$ cat src/hdl/jsu_pkg.sv
// Shared types and constants for the JSON string unescaper.
package jsu_pkg;

  typedef enum logic [2:0] {
    MODE_WAIT,
    MODE_BODY,
    MODE_ESC,
    MODE_HEX1,
    MODE_BS,
    MODE_U,
    MODE_HEX2,
    MODE_SKIP
  } mode_t;

  localparam logic [1:0] KIND_DATA   = 2'd0;
  localparam logic [1:0] KIND_CLOSED = 2'd1;
  localparam logic [1:0] KIND_ERROR  = 2'd2;

  localparam logic [2:0] ERR_NO_QUOTE     = 3'd0;
  localparam logic [2:0] ERR_CONTROL      = 3'd1;
  localparam logic [2:0] ERR_ESCAPE       = 3'd2;
  localparam logic [2:0] ERR_HEX          = 3'd3;
  localparam logic [2:0] ERR_LONE_LOW     = 3'd4;
  localparam logic [2:0] ERR_NO_PAIR      = 3'd5;
  localparam logic [2:0] ERR_BAD_LOW      = 3'd6;
  localparam logic [2:0] ERR_UNTERMINATED = 3'd7;

  typedef struct packed {
    logic [3:0][7:0] data;
    logic [2:0]      ndata;
    logic            has_term;
    logic [1:0]      term_kind;
    logic [2:0]      term_code;
  } cmd_t;

endpackage

$ cat src/hdl/jsu_front.sv
// Decoder front end: accepts raw bytes and turns each into at most one queued command.
module jsu_front (
  input  logic          clk,
  input  logic          rst_n,
  input  logic          byte_valid,
  input  logic [7:0]    in_byte,
  input  logic          in_last,
  output logic          cmd_valid,
  output jsu_pkg::cmd_t cmd
);

  jsu_pkg::mode_t mode_r, mode_nxt;
  logic [1:0]  hex_cnt_r, hex_cnt_nxt;
  logic [15:0] unit_r, unit_nxt;
  logic [9:0]  high_r, high_nxt;

  logic        hex_ok;
  logic [3:0]  hex_val;
  logic [15:0] unit_new;
  logic        unit_low;
  logic        unit_high;
  logic [20:0] pair_cp;
  logic [20:0] enc_cp;
  logic [3:0][7:0] enc_bytes;
  logic [2:0]  enc_n;

  always_comb begin
    hex_ok  = 1'b1;
    hex_val = 4'd0;
    if (in_byte >= 8'h30 && in_byte <= 8'h39) begin
      hex_val = in_byte[3:0];
    end else if ((in_byte >= 8'h61 && in_byte <= 8'h66) ||
                 (in_byte >= 8'h41 && in_byte <= 8'h46)) begin
      hex_val = in_byte[3:0] + 4'd9;
    end else begin
      hex_ok = 1'b0;
    end
  end

  assign unit_new  = {unit_r[11:0], hex_val};
  assign unit_low  = (unit_new >= 16'hdc00) && (unit_new <= 16'hdfff);
  assign unit_high = (unit_new >= 16'hd800) && (unit_new <= 16'hdbff);
  assign pair_cp   = 21'h10000 + {1'b0, high_r, unit_new[9:0]};
  assign enc_cp    = (mode_r == jsu_pkg::MODE_HEX1) ? {5'd0, unit_new} : pair_cp;

  always_comb begin
    enc_bytes = '0;
    if (enc_cp <= 21'h7f) begin
      enc_n        = 3'd1;
      enc_bytes[0] = enc_cp[7:0];
    end else if (enc_cp <= 21'h7ff) begin
      enc_n        = 3'd2;
      enc_bytes[0] = {3'b110, enc_cp[10:6]};
      enc_bytes[1] = {2'b10, enc_cp[5:0]};
    end else if (enc_cp <= 21'hffff) begin
      enc_n        = 3'd3;
      enc_bytes[0] = {4'b1110, enc_cp[15:12]};
      enc_bytes[1] = {2'b10, enc_cp[11:6]};
      enc_bytes[2] = {2'b10, enc_cp[5:0]};
    end else begin
      enc_n        = 3'd4;
      enc_bytes[0] = {5'b11110, enc_cp[20:18]};
      enc_bytes[1] = {2'b10, enc_cp[17:12]};
      enc_bytes[2] = {2'b10, enc_cp[11:6]};
      enc_bytes[3] = {2'b10, enc_cp[5:0]};
    end
  end

  // Next state.
  always_comb begin
    mode_nxt    = mode_r;
    hex_cnt_nxt = hex_cnt_r;
    unit_nxt    = unit_r;
    high_nxt    = high_r;
    case (mode_r)
      jsu_pkg::MODE_WAIT: begin
        mode_nxt = (in_byte == 8'h22) ? jsu_pkg::MODE_BODY : jsu_pkg::MODE_SKIP;
      end
      jsu_pkg::MODE_BODY: begin
        if (in_byte == 8'h22 || in_byte < 8'h20) begin
          mode_nxt = jsu_pkg::MODE_SKIP;
        end else if (in_byte == 8'h5c) begin
          mode_nxt = jsu_pkg::MODE_ESC;
        end
      end
      jsu_pkg::MODE_ESC: begin
        case (in_byte)
          8'h22, 8'h5c, 8'h2f, 8'h62, 8'h66, 8'h6e, 8'h72, 8'h74: begin
            mode_nxt = jsu_pkg::MODE_BODY;
          end
          8'h75: begin
            mode_nxt    = jsu_pkg::MODE_HEX1;
            hex_cnt_nxt = 2'd0;
            unit_nxt    = 16'd0;
          end
          default: begin
            mode_nxt = jsu_pkg::MODE_SKIP;
          end
        endcase
      end
      jsu_pkg::MODE_HEX1, jsu_pkg::MODE_HEX2: begin
        if (!hex_ok) begin
          mode_nxt = jsu_pkg::MODE_SKIP;
        end else begin
          unit_nxt = unit_new;
          if (hex_cnt_r != 2'd3) begin
            hex_cnt_nxt = hex_cnt_r + 2'd1;
          end else begin
            hex_cnt_nxt = 2'd0;
            if (mode_r == jsu_pkg::MODE_HEX1) begin
              if (unit_low) begin
                mode_nxt = jsu_pkg::MODE_SKIP;
              end else if (unit_high) begin
                high_nxt = unit_new[9:0];
                mode_nxt = jsu_pkg::MODE_BS;
              end else begin
                mode_nxt = jsu_pkg::MODE_BODY;
              end
            end else begin
              mode_nxt = unit_low ? jsu_pkg::MODE_BODY : jsu_pkg::MODE_SKIP;
            end
          end
        end
      end
      jsu_pkg::MODE_BS: begin
        mode_nxt = (in_byte == 8'h5c) ? jsu_pkg::MODE_U : jsu_pkg::MODE_SKIP;
      end
      jsu_pkg::MODE_U: begin
        if (in_byte == 8'h75) begin
          mode_nxt    = jsu_pkg::MODE_HEX2;
          hex_cnt_nxt = 2'd0;
          unit_nxt    = 16'd0;
        end else begin
          mode_nxt = jsu_pkg::MODE_SKIP;
        end
      end
      default: begin
        mode_nxt = jsu_pkg::MODE_SKIP;
      end
    endcase
  end

  // Command for the current byte.
  always_comb begin
    cmd = '0;
    case (mode_r)
      jsu_pkg::MODE_WAIT: begin
        if (in_byte != 8'h22) begin
          cmd.has_term  = 1'b1;
          cmd.term_kind = jsu_pkg::KIND_ERROR;
          cmd.term_code = jsu_pkg::ERR_NO_QUOTE;
        end
      end
      jsu_pkg::MODE_BODY: begin
        if (in_byte == 8'h22) begin
          cmd.has_term  = 1'b1;
          cmd.term_kind = jsu_pkg::KIND_CLOSED;
        end else if (in_byte < 8'h20) begin
          cmd.has_term  = 1'b1;
          cmd.term_kind = jsu_pkg::KIND_ERROR;
          cmd.term_code = jsu_pkg::ERR_CONTROL;
        end else if (in_byte != 8'h5c) begin
          cmd.ndata   = 3'd1;
          cmd.data[0] = in_byte;
        end
      end
      jsu_pkg::MODE_ESC: begin
        cmd.ndata = 3'd1;
        case (in_byte)
          8'h22, 8'h5c, 8'h2f: cmd.data[0] = in_byte;
          8'h62: cmd.data[0] = 8'h08;
          8'h66: cmd.data[0] = 8'h0c;
          8'h6e: cmd.data[0] = 8'h0a;
          8'h72: cmd.data[0] = 8'h0d;
          8'h74: cmd.data[0] = 8'h09;
          8'h75: cmd.ndata   = 3'd0;
          default: begin
            cmd.ndata     = 3'd0;
            cmd.has_term  = 1'b1;
            cmd.term_kind = jsu_pkg::KIND_ERROR;
            cmd.term_code = jsu_pkg::ERR_ESCAPE;
          end
        endcase
      end
      jsu_pkg::MODE_HEX1, jsu_pkg::MODE_HEX2: begin
        if (!hex_ok) begin
          cmd.has_term  = 1'b1;
          cmd.term_kind = jsu_pkg::KIND_ERROR;
          cmd.term_code = jsu_pkg::ERR_HEX;
        end else if (hex_cnt_r == 2'd3) begin
          if (mode_r == jsu_pkg::MODE_HEX1) begin
            if (unit_low) begin
              cmd.has_term  = 1'b1;
              cmd.term_kind = jsu_pkg::KIND_ERROR;
              cmd.term_code = jsu_pkg::ERR_LONE_LOW;
            end else if (!unit_high) begin
              cmd.ndata = enc_n;
              cmd.data  = enc_bytes;
            end
          end else if (unit_low) begin
            cmd.ndata = enc_n;
            cmd.data  = enc_bytes;
          end else begin
            cmd.has_term  = 1'b1;
            cmd.term_kind = jsu_pkg::KIND_ERROR;
            cmd.term_code = jsu_pkg::ERR_BAD_LOW;
          end
        end
      end
      jsu_pkg::MODE_BS: begin
        if (in_byte != 8'h5c) begin
          cmd.has_term  = 1'b1;
          cmd.term_kind = jsu_pkg::KIND_ERROR;
          cmd.term_code = jsu_pkg::ERR_NO_PAIR;
        end
      end
      jsu_pkg::MODE_U: begin
        if (in_byte != 8'h75) begin
          cmd.has_term  = 1'b1;
          cmd.term_kind = jsu_pkg::KIND_ERROR;
          cmd.term_code = jsu_pkg::ERR_NO_PAIR;
        end
      end
      default: begin
        cmd = '0;
      end
    endcase
    if (in_last && mode_nxt != jsu_pkg::MODE_SKIP) begin
      cmd.has_term  = 1'b1;
      cmd.term_kind = jsu_pkg::KIND_ERROR;
      cmd.term_code = jsu_pkg::ERR_UNTERMINATED;
    end
  end

  assign cmd_valid = byte_valid && (cmd.has_term || cmd.ndata != 3'd0);

  always_ff @(posedge clk) begin
    if (!rst_n) begin
      mode_r    <= jsu_pkg::MODE_WAIT;
      hex_cnt_r <= 2'd0;
      unit_r    <= 16'd0;
      high_r    <= 10'd0;
    end else if (byte_valid) begin
      if (in_last) begin
        mode_r    <= jsu_pkg::MODE_WAIT;
        hex_cnt_r <= 2'd0;
        unit_r    <= 16'd0;
        high_r    <= 10'd0;
      end else begin
        mode_r    <= mode_nxt;
        hex_cnt_r <= hex_cnt_nxt;
        unit_r    <= unit_nxt;
        high_r    <= high_nxt;
      end
    end
  end

endmodule

$ cat src/hdl/jsu_fifo.sv
// Short command queue between the decoder front end and the result sequencer.
module jsu_fifo #(
  parameter int DEPTH = 4
) (
  input  logic          clk,
  input  logic          rst_n,
  input  logic          wr_en,
  input  jsu_pkg::cmd_t wr_data,
  output logic          full,
  input  logic          rd_en,
  output jsu_pkg::cmd_t rd_data,
  output logic          empty
);

  localparam int AW = (DEPTH > 1) ? $clog2(DEPTH) : 1;
  localparam int CW = $clog2(DEPTH + 1);
  localparam logic [AW-1:0] LAST_PTR = AW'(DEPTH - 1);
  localparam logic [CW-1:0] DEPTH_C  = CW'(DEPTH);

  jsu_pkg::cmd_t mem_r [DEPTH];
  logic [AW-1:0] wr_ptr_r, wr_ptr_nxt;
  logic [AW-1:0] rd_ptr_r, rd_ptr_nxt;
  logic [CW-1:0] count_r, count_nxt;
  logic          do_wr;
  logic          do_rd;

  assign full    = (count_r == DEPTH_C);
  assign empty   = (count_r == '0);
  assign do_wr   = wr_en && !full;
  assign do_rd   = rd_en && !empty;
  assign rd_data = mem_r[rd_ptr_r];

  always_comb begin
    wr_ptr_nxt = wr_ptr_r;
    rd_ptr_nxt = rd_ptr_r;
    count_nxt  = count_r;
    if (do_wr) begin
      wr_ptr_nxt = (wr_ptr_r == LAST_PTR) ? '0 : wr_ptr_r + 1'b1;
    end
    if (do_rd) begin
      rd_ptr_nxt = (rd_ptr_r == LAST_PTR) ? '0 : rd_ptr_r + 1'b1;
    end
    if (do_wr && !do_rd) begin
      count_nxt = count_r + 1'b1;
    end else if (do_rd && !do_wr) begin
      count_nxt = count_r - 1'b1;
    end
  end

  always_ff @(posedge clk) begin
    if (!rst_n) begin
      wr_ptr_r <= '0;
      rd_ptr_r <= '0;
      count_r  <= '0;
    end else begin
      wr_ptr_r <= wr_ptr_nxt;
      rd_ptr_r <= rd_ptr_nxt;
      count_r  <= count_nxt;
    end
  end

  always_ff @(posedge clk) begin
    if (do_wr) begin
      mem_r[wr_ptr_r] <= wr_data;
    end
  end

  a_count_bound: assert property (@(posedge clk) disable iff (!rst_n)
    count_r <= DEPTH_C)
    else $error("queue count exceeds its depth");

  a_no_write_when_full: assert property (@(posedge clk) disable iff (!rst_n)
    !(wr_en && full))
    else $error("command written into a full queue");

endmodule

$ cat src/hdl/jsu_back.sv
// Result sequencer: expands each queued command into its result beats.
module jsu_back (
  input  logic          clk,
  input  logic          rst_n,
  input  jsu_pkg::cmd_t cmd,
  input  logic          cmd_empty,
  output logic          cmd_pop,
  input  logic          pop,
  output logic          empty,
  output logic [1:0]    out_kind,
  output logic [7:0]    out_byte,
  output logic [2:0]    out_error_code,
  output logic          out_last
);

  logic [2:0] idx_r, idx_nxt;
  logic [2:0] total;
  logic       take;

  assign total = cmd.ndata + {2'b00, cmd.has_term};
  assign empty = cmd_empty;
  assign take  = pop && !cmd_empty;

  always_comb begin
    out_kind       = jsu_pkg::KIND_DATA;
    out_byte       = 8'd0;
    out_error_code = 3'd0;
    if (idx_r < cmd.ndata) begin
      out_byte = cmd.data[idx_r[1:0]];
    end else begin
      out_kind = cmd.term_kind;
      if (cmd.term_kind == jsu_pkg::KIND_ERROR) begin
        out_error_code = cmd.term_code;
      end
    end
  end

  assign out_last = (idx_r == total - 3'd1);
  assign cmd_pop  = take && out_last;

  always_comb begin
    idx_nxt = idx_r;
    if (take) begin
      idx_nxt = out_last ? 3'd0 : idx_r + 3'd1;
    end
  end

  always_ff @(posedge clk) begin
    if (!rst_n) begin
      idx_r <= 3'd0;
    end else begin
      idx_r <= idx_nxt;
    end
  end

  a_idx_in_range: assert property (@(posedge clk) disable iff (!rst_n)
    !cmd_empty |-> idx_r < total)
    else $error("result index runs past the command");

  a_command_holds: assert property (@(posedge clk) disable iff (!rst_n)
    take && !out_last |=> !cmd_empty)
    else $error("command left the queue before its last beat");

  a_kind_legal: assert property (@(posedge clk) disable iff (!rst_n)
    !cmd_empty |-> out_kind != 2'd3)
    else $error("undefined result kind");

endmodule

$ cat src/hdl/json_string_unescape.sv
// JSON string unescaper top level: byte decoder, command queue and result sequencer.
// One text byte is taken per clock whenever full is low; full rises only when the
// DEPTH-entry command queue between the decoder and the result sequencer is full.
// Each byte yields zero to five result beats, and the sequencer hands out one beat
// per clock while pop is high and the queue holds a command, while the decoder
// keeps going. A byte's results are output once its command is queued and every
// earlier command has been popped. Each text must open with a double quote and ends
// at the byte flagged by in_last, after which the decoder is ready for the next text.
module json_string_unescape #(
  parameter int DEPTH = 4
) (
  input  logic       clk,
  input  logic       rst_n,
  input  logic       push,
  output logic       full,
  input  logic [7:0] in_byte,
  input  logic       in_last,
  output logic       empty,
  input  logic       pop,
  output logic [1:0] out_kind,
  output logic [7:0] out_byte,
  output logic [2:0] out_error_code,
  output logic       out_last
);

  jsu_pkg::cmd_t wr_cmd;
  jsu_pkg::cmd_t rd_cmd;
  logic          wr_valid;
  logic          q_empty;
  logic          q_pop;
  logic          byte_valid;

  assign byte_valid = push && !full;

  jsu_front u_front (
    .clk       (clk),
    .rst_n     (rst_n),
    .byte_valid(byte_valid),
    .in_byte   (in_byte),
    .in_last   (in_last),
    .cmd_valid (wr_valid),
    .cmd       (wr_cmd)
  );

  jsu_fifo #(
    .DEPTH(DEPTH)
  ) u_fifo (
    .clk    (clk),
    .rst_n  (rst_n),
    .wr_en  (wr_valid),
    .wr_data(wr_cmd),
    .full   (full),
    .rd_en  (q_pop),
    .rd_data(rd_cmd),
    .empty  (q_empty)
  );

  jsu_back u_back (
    .clk           (clk),
    .rst_n         (rst_n),
    .cmd           (rd_cmd),
    .cmd_empty     (q_empty),
    .cmd_pop       (q_pop),
    .pop           (pop),
    .empty         (empty),
    .out_kind      (out_kind),
    .out_byte      (out_byte),
    .out_error_code(out_error_code),
    .out_last      (out_last)
  );

endmodule
$ cat config.mk
export PLATFORM = sky130hd
export DESIGN_NAME = json_string_unescape
export DESIGN_NICKNAME = d
export VERILOG_FILES = /design/src/hdl/jsu_pkg.sv /design/src/hdl/jsu_front.sv /design/src/hdl/jsu_fifo.sv /design/src/hdl/jsu_back.sv /design/src/hdl/json_string_unescape.sv
export SDC_FILE = /design/constraint.sdc
export NUM_CORES = 1
export LEC_CHECK = 0
export BUFFER_PORTS_ARGS = -buffer_cell sky130_fd_sc_hd__clkbuf_2
export CORE_ASPECT_RATIO = 2
export CORE_UTILIZATION = 60
export DETAILED_ROUTE_END_ITERATION = 16
export PLACE_DENSITY_LB_ADDON = 0.2
export SYNTH_ARGS = -nofsm -noshare
export SYNTH_HDL_FRONTEND = slang
export SYNTH_SLANG_ARGS = --single-unit
$ cat constraint.sdc
create_clock -name clk -period 9.2 [get_ports clk]
set_clock_uncertainty 0.2 [all_clocks]
set_input_delay 0.46 -clock clk [delete_from_list [all_inputs] [get_ports clk]]
set_output_delay 0.46 -clock clk [all_outputs]
set_load 0.03 [all_outputs]
==> impl_results.md, run 1 <==
- Status: finished, final reports clean
- 1st-pass router iterations: 5
- Worst slew margin: 18.6%
- Hold Crit Depth: 2
- Initial Util: 61.6%
- CP arrival: 4.74 ns
- Synthesized area per cell: 13.7 um2
- EDFF count, synth: 152
- VDD IR max: 0.160 mV
- Vias per inst: 6.64
- GRT Total Usage: 31.6%
- LEAKAGE: 3.30 nW
- Synthesized flop and latch total: 191
- Tmin final: 4.58 ns
- Clock buffer depth: 2
- Crit path launch: u_front.mode_r[1]
- Total vias in the final route: 5960
- Worst reg2reg path startpoint: u_front.mode_r[1]
- CTS sink cnt: 191
- Synth Cell Area: 9180 um2
- Die height: 177 um
- Initial DRC count: 478
- Root buffer cell: clkbuf_16
- Die ar.: 15800 um2
- Multi-input logic area: 3620 um2
- Worst Setup Start Kind: flop
- Hold crit path type: reg -> reg
- R2R setup slack: 4.62 ns
- Setup crit end kind: flop
- Share of cells above drive strength 1: 19.1%
- Setup-failing EPs final: 0
- CTS resizes: 0
- CP max FO: 16
- N_diodes: 0
- Wire per inst: 25.6 um
- Seq pwr share: 45.7%
- Post-CTS Hold Buffers: 0
- Worst Hold End: u_front.hex_cnt_r[0]
- Unique masters post-synth: 80
- Worst Path Required: 9.36 ns
- Crit Reg-Reg Endpoint: u_fifo.count_r[2]
- Clock Power Share: 29.2%
- Slew @ Worst Pin: 1.21 ns
- Max-slew violation count: 0
- First-pass GRT wire length: 34.7 mm
- Total power: 2.45 mW
- Combinational fraction of design power: 25.0%
- Syn nets: 702
- Filler cells: 1028
- Crit share post-route: 49.8%
- Area leader, netlist: edfxtp_1
- Largest net degree at the start of global routing: 40
- Final TNS setup: 0 ns
- Net switching power: 733 uW
- PortBufs: 28
- Initial antenna violation count: 0
- R2r worst-path depth: 13
- Fmax: 218 MHz
- Vias in the first global route: 6104
- CTS tree: built
- Register area: 5350 um2
- PwrDens: 244 nW/um2
- Post-CTS Setup Bufs: 0
- Drt drc: 0
- Yosys top cell area share: 49.7%
- Post-DP HPWL: 16.1 mm
- CTS clk-pin slew, worst paths: 0.07 ns
- Cell Int Power: 1.72 mW
- Final GP Congestion: 1.03
- Start point of the worst min-delay path: u_front.hex_cnt_r[0]
- Non-Filler Instances: 897
- Sequential-to-total area share from yosys stat: 58.2%
- Yosys warns: 0
- Hold Violations, Final: 0
- Layout area overhead: 9.47%
- Cells after Synth: 671
- ANT nets after route: 0
- Inst Count DP: 865
- RSZ-0062 raised after global routing: false
- Io pins: 29
- Clk_lat worst skew: 0.44 ns
- H-tree depth: 4
- MaxCap Viol Count: 0
- Synth top area cells: edfxtp_1, mux4_2, dfxtp_1
- Net Sw Frac: 29.9%
- Layout Nets: 720
- CTS buffer count: 17
- Async SR Flop Fraction: 0%
- Row count: 63
- Final wirelength: 23.0 mm
- Total grt overflow: 0
- Die width: 89.5 um
- Most used DFF post-synth: edfxtp_1
- Critical path class: reg -> reg
- Core area: 14900 um2
-- synth_stat cells (3+ instances only) --
library cell and instances:
nor3b_1 4, o21ai_0 19, dfxtp_1 39, or3_1 5
edfxtp_1 152, xnor2_1 8, nand2b_1 12, nor3_1 18
a31oi_1 6, o21a_1 3, mux2i_1 9, ha_1 17
or2_2 3, a22oi_1 30, nor2b_1 44, clkbuf_1 23
o22ai_1 3, nor2_1 49, nand4_1 3, mux4_2 45
a211oi_1 8, nand3_1 7, inv_1 18, buf_2 8
a21boi_0 3, o31ai_1 4, a21oi_1 16, nand2_1 30
and2_1 15, buf_1 3, o211ai_1 3, a221oi_1 4
nand3b_1 3
-- stage by stage --
stage	hold slack, ns	util, %	instance area [um2]	worst slack, ns
6_report	0.278	67.4	10000	4.62
5_1_grt	0.308	67.4	10000	4.50
4_1_cts	0.285	67.4	10000	4.71
3_5_place_dp	0.275	63.5	9460	4.45
3_3_place_gp	0.255	63.5	9460	4.61
2_1_floorplan	0.243	-	9180	5.07
-- how the worst max path moves through the flow --
stage	endpoint	slack (ns)	cells after the start
after floorplan	out_byte[6]	5.07	9
after global placement	u_fifo.count_r[2]	4.61	16
after detailed placement	u_fifo.count_r[2]	4.45	16
after CTS	out_error_code[2]	4.71	11
after global routing	u_fifo.count_r[2]	4.50	13
final	u_fifo.count_r[2]	4.62	13
-- layer usage --
metal	vias up	GRT usage (%)	part of all wire, %
met5	-	0	0
met4	0	20.9	6.4
met3	87	4.94	4.4
met2	252	56.1	55
met1	2970	33.2	34
li1	2651	-	-
-- area by class of cell --
type                    count  share of cell area [%]
clock buffers              25                    5.03
inverters                  18                   0.672
repair buffers             34                    1.84
well taps                 195                    2.43
flip-flops and latches    191                    53.2
multi-input cells         427                    36.0
clock inverters             7                   0.772
-- cells in the final DEF, fill, tap and decap left out, types with 5 or more instances in the layout --
cell type	synthesis	final
edfxtp_1	152	152
nor2_1	49	49
mux4_2	45	45
nor2b_1	44	44
dfxtp_1	39	38
nand2_1	30	30
a22oi_1	30	30
clkbuf_2	0	28
o21ai_0	19	19
inv_1	18	18
nor3_1	18	18
ha_1	17	17
clkbuf_16	0	17
a21oi_1	16	16
nand2b_1	12	12
and2_1	15	11
mux2i_1	9	9
a211oi_1	8	8
xnor2_1	8	8
nand3_1	7	7
a31oi_1	6	6
buf_4	0	6
or3_1	5	5
clkbuf_8	0	5
-- logic make-up after synthesis --
family                     after synthesis  synth area share (%)
xor gates and xnor gates                10                 0.954
and+or+nand+nor                        213                  12.9
adders and majority gates               18                  2.54
buffers and inverters                   53                  2.36
muxes                                   54                  12.0
DFF                                    191                  58.2
AOI/OAI and AO/OA                      132                  11.0
-- critical path, cell delays in order, from the launching register on --
cell and delay (ns):
dfxtp_1 0.66, nor4bb_1 0.81, a41o_1 0.32, o21ai_2 0.06
a221oi_1 0.42, a211o_2 0.19, a21oi_2 0.10, a31oi_4 0.33
ha_1 0.24, inv_1 0.07, fa_1 0.43, xor2_1 0.18
or3_1 0.30, a21boi_0 0.18
-- power groups by stage --
| stage | Sequential [mW] | Combinational, mW | Clock [mW] |
|---|---|---|---|
| 3_5_place_dp | 1.14 | 0.612 | 0 |
| 6_report | 1.12 | 0.615 | 0.717 |
| 2_1_floorplan | 1.10 | 0.479 | 0 |
| 5_1_grt | 1.13 | 0.668 | 0.756 |
| 4_1_cts | 1.12 | 0.622 | 0.723 |
| 3_3_place_gp | 1.13 | 0.598 | 0 |
-- registers in the layout (all words and copies together) (netlist names), named ones only --
signal,cells
u_front.high_r,10
u_fifo.rd_ptr_r,2
u_front.mode_r,3
u_fifo.count_r,3
u_front.hex_cnt_r,2
u_back.idx_r,3
u_fifo.wr_ptr_r,2
u_front.unit_r,12
u_fifo.mem_r,152
No activity file was read; power rests on OpenSTA's default activity.
==> inputs of run 2 (changes only) <==
Settings changed: CORE_UTILIZATION 60 to 56.
Clock period 9.2 ns to 3.8 ns, I/O delays scaled along.
==> run 2 against run 1 <==
Compared with the run above:
- critical path depth is 1 higher
- non-clock buffer count increased by 55
- worst hold slack got worse by 0.20 ns
- critical path type unchanged
- cell count increased by 6.8%
- maximum frequency rose by 26%
- largest cell class unchanged
- worst setup slack got worse by 4.5 ns
- power rose by 150%
- first-iteration DRC count is 4.0% higher
- die area increased by 7.0%
- combinational power rose to 2.7 times the previous value
- sequential cell count unchanged
- sequential power rose by 140%
==> impl_results.md, run 2 (synthesized netlist as in run 1, its figures left out) <==
- N_diodes: 0 (unchanged)
- MaxCap Viol Count: 0 (unchanged)
- Post-DP HPWL: 16.2 mm (was 16.1 mm)
- Wire per inst: 23.9 um (was 25.6 um)
- Final GP Congestion: 0.986 (was 1.03)
- CTS sink cnt: 191 (unchanged)
- Worst slew margin: 25.7% (was 18.6%)
- Max FFs per register: 152 (unchanged)
- Final TNS setup: 0 ns (unchanged)
- Io pins: 29 (unchanged)
- Row count: 65 (was 63)
- Max-slew violation count: 0 (unchanged)
- Slew @ Worst Pin: 1.11 ns (was 1.21 ns)
- Initial DRC count: 497 (was 478)
- Status: finished, final reports clean (unchanged)
- Drt drc: 0 (unchanged)
- Filler cells: 1148 (was 1028)
- Total grt overflow: 0 (unchanged)
- WHS: 0.0828 ns (was 0.278 ns)
- CTS tree: built (unchanged)
- Setup crit end kind: flop (unchanged)
- First-pass GRT wire length: 36.2 mm (was 34.7 mm)
- Top reg by flops: u_fifo.mem_r (unchanged)
- Util after Layout: 66.6% (was 67.4%)
- Tmin final: 3.63 ns (was 4.58 ns)
- Register area: 5350 um2 (about the same)
- Critical path class: reg -> reg (unchanged)
- CP arrival: 3.78 ns (was 4.74 ns)
- Fmax: 275 MHz (was 218 MHz)
- Clk_lat worst skew: 0.43 ns (was 0.44 ns)
- Hold crit path type: in -> reg (was reg -> reg)
- LEAKAGE: 3.61 nW (was 3.30 nW)
- Multi-input logic area: 3670 um2 (was 3620 um2)
- H-tree depth: 4 (unchanged)
- PwrDens: 574 nW/um2 (was 244 nW/um2)
- Worst Path Required: 3.95 ns (was 9.36 ns)
- Die width: 92.5 um (was 89.5 um)
- Setup-failing EPs final: 0 (unchanged)
- 1st-pass router iterations: 7 (was 5)
- Largest net degree at the start of global routing: 40 (unchanged)
- Final wirelength: 22.9 mm (was 23.0 mm)
- Crit share post-route: 95.6% (was 49.8%)
- Top flop regs: u_fifo.mem_r x152, u_front.unit_r x12, u_front.high_r x10 (unchanged)
- PortBufs: 28 (unchanged)
- Share of cells above drive strength 1: 26.3% (was 19.1%)
- CTS buffer count: 17 (unchanged)
- Most frequent cells in the layout: edfxtp_1, buf_4, nor2_1 (was edfxtp_1, nor2_1, mux4_2)
- Layout Nets: 775 (was 720)
- ANT nets after route: 0 (unchanged)
- CTS clk-pin slew, worst paths: 0.07 ns (about the same)
- Die height: 183 um (was 177 um)
- Hold Violations, Final: 0 (unchanged)
- VDD IR max: 0.354 mV (was 0.160 mV)
- Layout area overhead: 15.1% (was 9.47%)
- Post-CTS Hold Buffers: 0 (unchanged)
- Commonest non-fill, non-tap cell in the layout: edfxtp_1 (unchanged)
- Vias in the first global route: 6552 (was 6104)
- Worst Setup Start Kind: flop (unchanged)
- Initial Util: 57.9% (was 61.6%)
- CP max FO: 6 (was 16)
- Die ar.: 16900 um2 (was 15800 um2)
- GRT Total Usage: 29.0% (was 31.6%)
- Vias per inst: 6.62 (was 6.64)
- Root buffer cell: clkbuf_16 (unchanged)
- Total vias in the final route: 6344 (was 5960)
- Core area: 15900 um2 (was 14900 um2)
- Clock buffer depth: 2 (unchanged)
- Initial antenna violation count: 0 (unchanged)
==> run 2: metal layers <==
layer	routed length [um]	track usage [%]	up-vias
met5	0	0	-
met1	7840	31.6	3198
met3	1030	3.44	83
met4	1130	15.3	0
met2	12900	53.7	288
li1	-	-	2775
==> run 2: report_power, final <==
group	internal, mW	switching, mW
registers	2.56	0.136
clock network	0.951	0.733
logic	0.723	0.956
==> run 2: worst paths after layout <==
| check | from | slack [ns] | depth (start not counted) | to |
|---|---|---|---|---|
| worst min register to register | u_front.hex_cnt_r[0] | 0.28 | 2 | u_front.hex_cnt_r[0] |
| worst max-delay path | flop | 0.17 | 14 | u_fifo.count_r[2] |
| worst min-delay path | push | 0.08 | 4 | u_front.mode_r[1] |
| worst max register to register | flop | 0.17 | 14 | u_fifo.count_r[2] |
==> run 2: stage by stage <==
step / setup slack, ns / std cells / total power [mW] / area [um2]
finish: 0.168 / 958 / 6.06 / 10600
global route: -0.0258 / 958 / 6.32 / 10600
CTS: 0.0516 / 954 / 6.05 / 10500
detailed placement: -0.176 / 922 / 4.36 / 9900
global placement: -0.00763 / 922 / 4.30 / 9900
floorplan: 0.00118 / 671 / 3.82 / 9180
==> run 2: what timing repair did <==
| item | in CTS | in global routing |
|---|---|---|
| hold endpoints to repair | 0 | 0 |
| setup endpoints to repair | 1 | 2 |
| resized for setup | 1 | 11 |
| buffers inserted | 0 | 4 |
| pin swaps | 0 | 1 |
==> run 2: worst max-delay path: stages (launching register included) <==
cell and delay [ns]:
dfxtp_4 0.41, mux4_2 0.54, inv_1 0.13, ha_1 0.18, ha_1 0.17, xnor2_1 0.18
xnor2_2 0.19, nor4_4 0.10, inv_1 0.12, ha_1 0.19, inv_1 0.06, fa_1 0.43
xor2_1 0.18, or3_1 0.31, a21boi_0 0.17
==> run 2: cell type report <==
type                            count  share of cell area (%)
Inverter                           18                   0.640
Tap cell                          201                    2.38
Clock buffer                       25                    4.89
Clock inverter                      7                   0.474
Timing Repair Buffer               89                    6.14
Multi-Input combinational cell    427                    34.8
Sequential cell                   191                    50.7
==> inputs of run 3 (changes only) <==
Settings changed: CORE_UTILIZATION 56 to 60, PLACE_DENSITY_LB_ADDON 0.2 to 0.25.
Clock period 3.8 ns to 4.43 ns, I/O delays scaled along.
==> run 3 against run 2 <==
Compared with the run above:
- cell count decreased by 5.3%
- design area decreased by 4.2%
- maximum frequency is 12% lower
- sequential power shrank 14%
- critical path type unchanged
- sequential cell count unchanged
- routed wire length down 1.9%
- clock-buffer cell count is 7 lower
- worst hold slack got worse by 0.0023 ns
- via count shrank 5.0%
==> impl_results.md, run 3 (synthesized netlist as in run 1, its figures left out) <==
- Status: finished, final reports clean (unchanged)
- Top flop regs: u_fifo.mem_r x152, u_front.unit_r x12, u_front.high_r x10 (unchanged)
- Initial DRC count: 588 (was 497)
- Most frequent cells in the layout: edfxtp_1, nor2_1, mux4_2 (was edfxtp_1, buf_4, nor2_1)
- CTS buffer count: 17 (unchanged)
- PwrDens: 503 nW/um2 (was 574 nW/um2)
- Die height: 177 um (was 183 um)
- Total grt overflow: 0 (unchanged)
- MaxCap Viol Count: 0 (unchanged)
- RSZ-0062 raised after global routing: false
- Gr busiest metal: met2 (unchanged)
- Clk_lat worst skew: 0.44 ns (was 0.43 ns)
- Worst Path Required: 4.59 ns (was 3.95 ns)
- Commonest non-fill, non-tap cell in the layout: edfxtp_1 (unchanged)
- Fmax: 242 MHz (was 275 MHz)
- GRT Total Usage: 31.1% (was 29.0%)
- Row count: 63 (was 65)
- Non-Filler Instances: 907 (was 958)
- CTS tree: built (unchanged)
- Drt drc: 0 (unchanged)
- Final TNS setup: 0 ns (unchanged)
- Crit share post-route: 93.4% (was 95.6%)
- Max FFs per register: 152 (unchanged)
- Post-DP HPWL: 15.5 mm (was 16.2 mm)
- CTS sink cnt: 191 (unchanged)
- Total vias in the final route: 6028 (was 6344)
- Post-Layout Inst Area: 10100 um2 (was 10600 um2)
- Setup crit end kind: flop (unchanged)
- Layout Nets: 730 (was 775)
- VDD IR max: 0.302 mV (was 0.354 mV)
- Die ar.: 15800 um2 (was 16900 um2)
- Io pins: 29 (unchanged)
- Worst reg2reg path startpoint: u_front.mode_r[0]
- Wire per inst: 24.8 um (was 23.9 um)
- Share of cells above drive strength 1: 20.6% (was 26.3%)
- Post-CTS Setup Bufs: 0 (unchanged)
- Slew @ Worst Pin: 1.04 ns (was 1.11 ns)
- Worst Setup Start Kind: flop (unchanged)
- Hold crit path type: in -> reg (unchanged)
- H-tree depth: 4 (unchanged)
- Largest net degree at the start of global routing: 40 (unchanged)
- Total power: 5.09 mW (was 6.06 mW)
- N_diodes: 0 (unchanged)
- Hold Violations, Final: 0 (unchanged)
- Pre-CTS WS: 0.102 ns (was -0.176 ns)
- Grt met1 use: 34.1% (was 31.6%)
- Vias per inst: 6.65 (was 6.62)
- Initial Util: 61.6% (was 57.9%)
- 1st-pass router iterations: 5 (was 7)
- Clock buffer depth: 2 (unchanged)
- Final GP Congestion: 1.02 (was 0.986)
- Crit path launch: u_front.mode_r[0]
- Inst Count DP: 875 (was 922)
- Worst slew margin: 30.4% (was 25.7%)
- CTS clk-pin slew, worst paths: 0.08 ns (was 0.07 ns)
- Start point of the worst min-delay path: pop (was push)
- Layout area overhead: 10.3% (was 15.1%)
- Final WS setup: 0.293 ns (was 0.168 ns)
- Vias in the first global route: 6380 (was 6552)
- Setup-failing EPs final: 0 (unchanged)
- Tmin final: 4.14 ns (was 3.63 ns)
- Worst path bufs/invs: 1 (was 3)
- Max-slew violation count: 0 (unchanged)
- Top delay family on crit path: compound AO/OA/AOI/OAI gates (was adder cells)
- Initial antenna violation count: 0 (unchanged)
- CP max FO: 10 (was 6)
- CP arrival: 4.30 ns (was 3.78 ns)
- ANT nets after route: 0 (unchanged)
- Met2 usage: 54.2% (was 53.7%)
- Max incr delay on CP: 0.55 ns (was 0.54 ns)
- Met3 usage: 4.94% (was 3.44%)
- Top reg by flops: u_fifo.mem_r (unchanged)
- PortBufs: 28 (unchanged)
- Root buffer cell: clkbuf_16 (unchanged)
- LEAKAGE: 3.35 nW (was 3.61 nW)
- First-pass GRT wire length: 35.0 mm (was 36.2 mm)
- Dpl cell area: 9540 um2 (was 9900 um2)
- Core area: 14900 um2 (was 15900 um2)
- Die width: 89.5 um (was 92.5 um)
- Cells along the critical path: nor4bb_2, a41o_1, o21ai_2, a221oi_1, a211o_2, a21oi_2, a31oi_4, ha_1, inv_1, fa_1, xor2_1, or3_1, a21boi_0 (was mux4_2, inv_1, ha_1, ha_1, xnor2_1, xnor2_2, nor4_4, inv_1, ha_1, inv_1, fa_1, xor2_1, or3_1, a21boi_0)
- Max stage delay cell, worst path: dfxtp_1 (was mux4_2)
- Critical path class: reg -> reg (unchanged)
- Final wirelength: 22.5 mm (was 22.9 mm)
## run 3: changes by cell type in the layout (fill, tap and decap cells not counted), moves of 2 or more
| cell | before | now |
|---|---|---|
| clkbuf_8 | 4 | 0 |
| clkinv_8 | 0 | 2 |
| xnor2_1 | 6 | 8 |
| buf_12 | 4 | 0 |
| clkbuf_1 | 3 | 1 |
| buf_4 | 57 | 16 |
| xnor2_2 | 2 | 0 |
| inv_8 | 0 | 3 |
| nor2b_2 | 2 | 0 |
| inv_6 | 2 | 5 |
| dfxtp_1 | 36 | 38 |
| clkinv_2 | 2 | 0 |
| nor2b_1 | 42 | 44 |
| clkinv_4 | 1 | 3 |
## run 3: worst min-delay path, cell delays in order
cell,delay [ns]
clkbuf_2,0.08
nand2b_1,0.17
a21oi_1,0.10
nor2b_1,0.10
## run 3: layer usage
| metal | vias up | part of all wire, % |
|---|---|---|
| met4 | 0 | 6.6 |
| met5 | - | 0 |
| li1 | 2672 | - |
| met1 | 2980 | 34 |
| met3 | 100 | 5.4 |
| met2 | 276 | 54 |
## run 3: power breakdown
group          total (mW)  internal (mW)  switching [mW]
combinational        1.31          0.530           0.781
clock                1.47          0.750           0.720
sequential           2.31           2.20           0.105
## run 3: path summary, 6_finish.rpt
kind	slack [ns]	endpoint	depth (start not counted)
min	0.08	u_back.idx_r[1]	4
min reg2reg	0.28	u_front.hex_cnt_r[0]	2
max	0.29	u_fifo.count_r[2]	13
max reg2reg	0.29	u_fifo.count_r[2]	13
## run 3: area by class of cell
cell class	count	area (um2)
Inverter	18	67.6
Sequential cell	191	5350
Timing Repair Buffer	44	260
Fill cell	1035	4780
Multi-Input combinational cell	427	3630
Tap cell	195	244
Clock inverter	14	144
Clock buffer	18	429
## run 3: what timing repair did
item,in CTS,in global routing
hold buffers,0,0
gates resized for setup,0,1
endpoints found under the setup margin,0,1
hold endpoints to repair,0,0
## run 3: through the flow
| step | util (%) | hold WS, ns |
|---|---|---|
| finish | 67.9 | 0.0805 |
| global route | 67.9 | 0.114 |
| CTS | 67.9 | 0.0643 |
| detailed placement | 64.0 | 0.276 |
| global placement | 64.0 | 0.257 |
| floorplan | - | 0.243 |
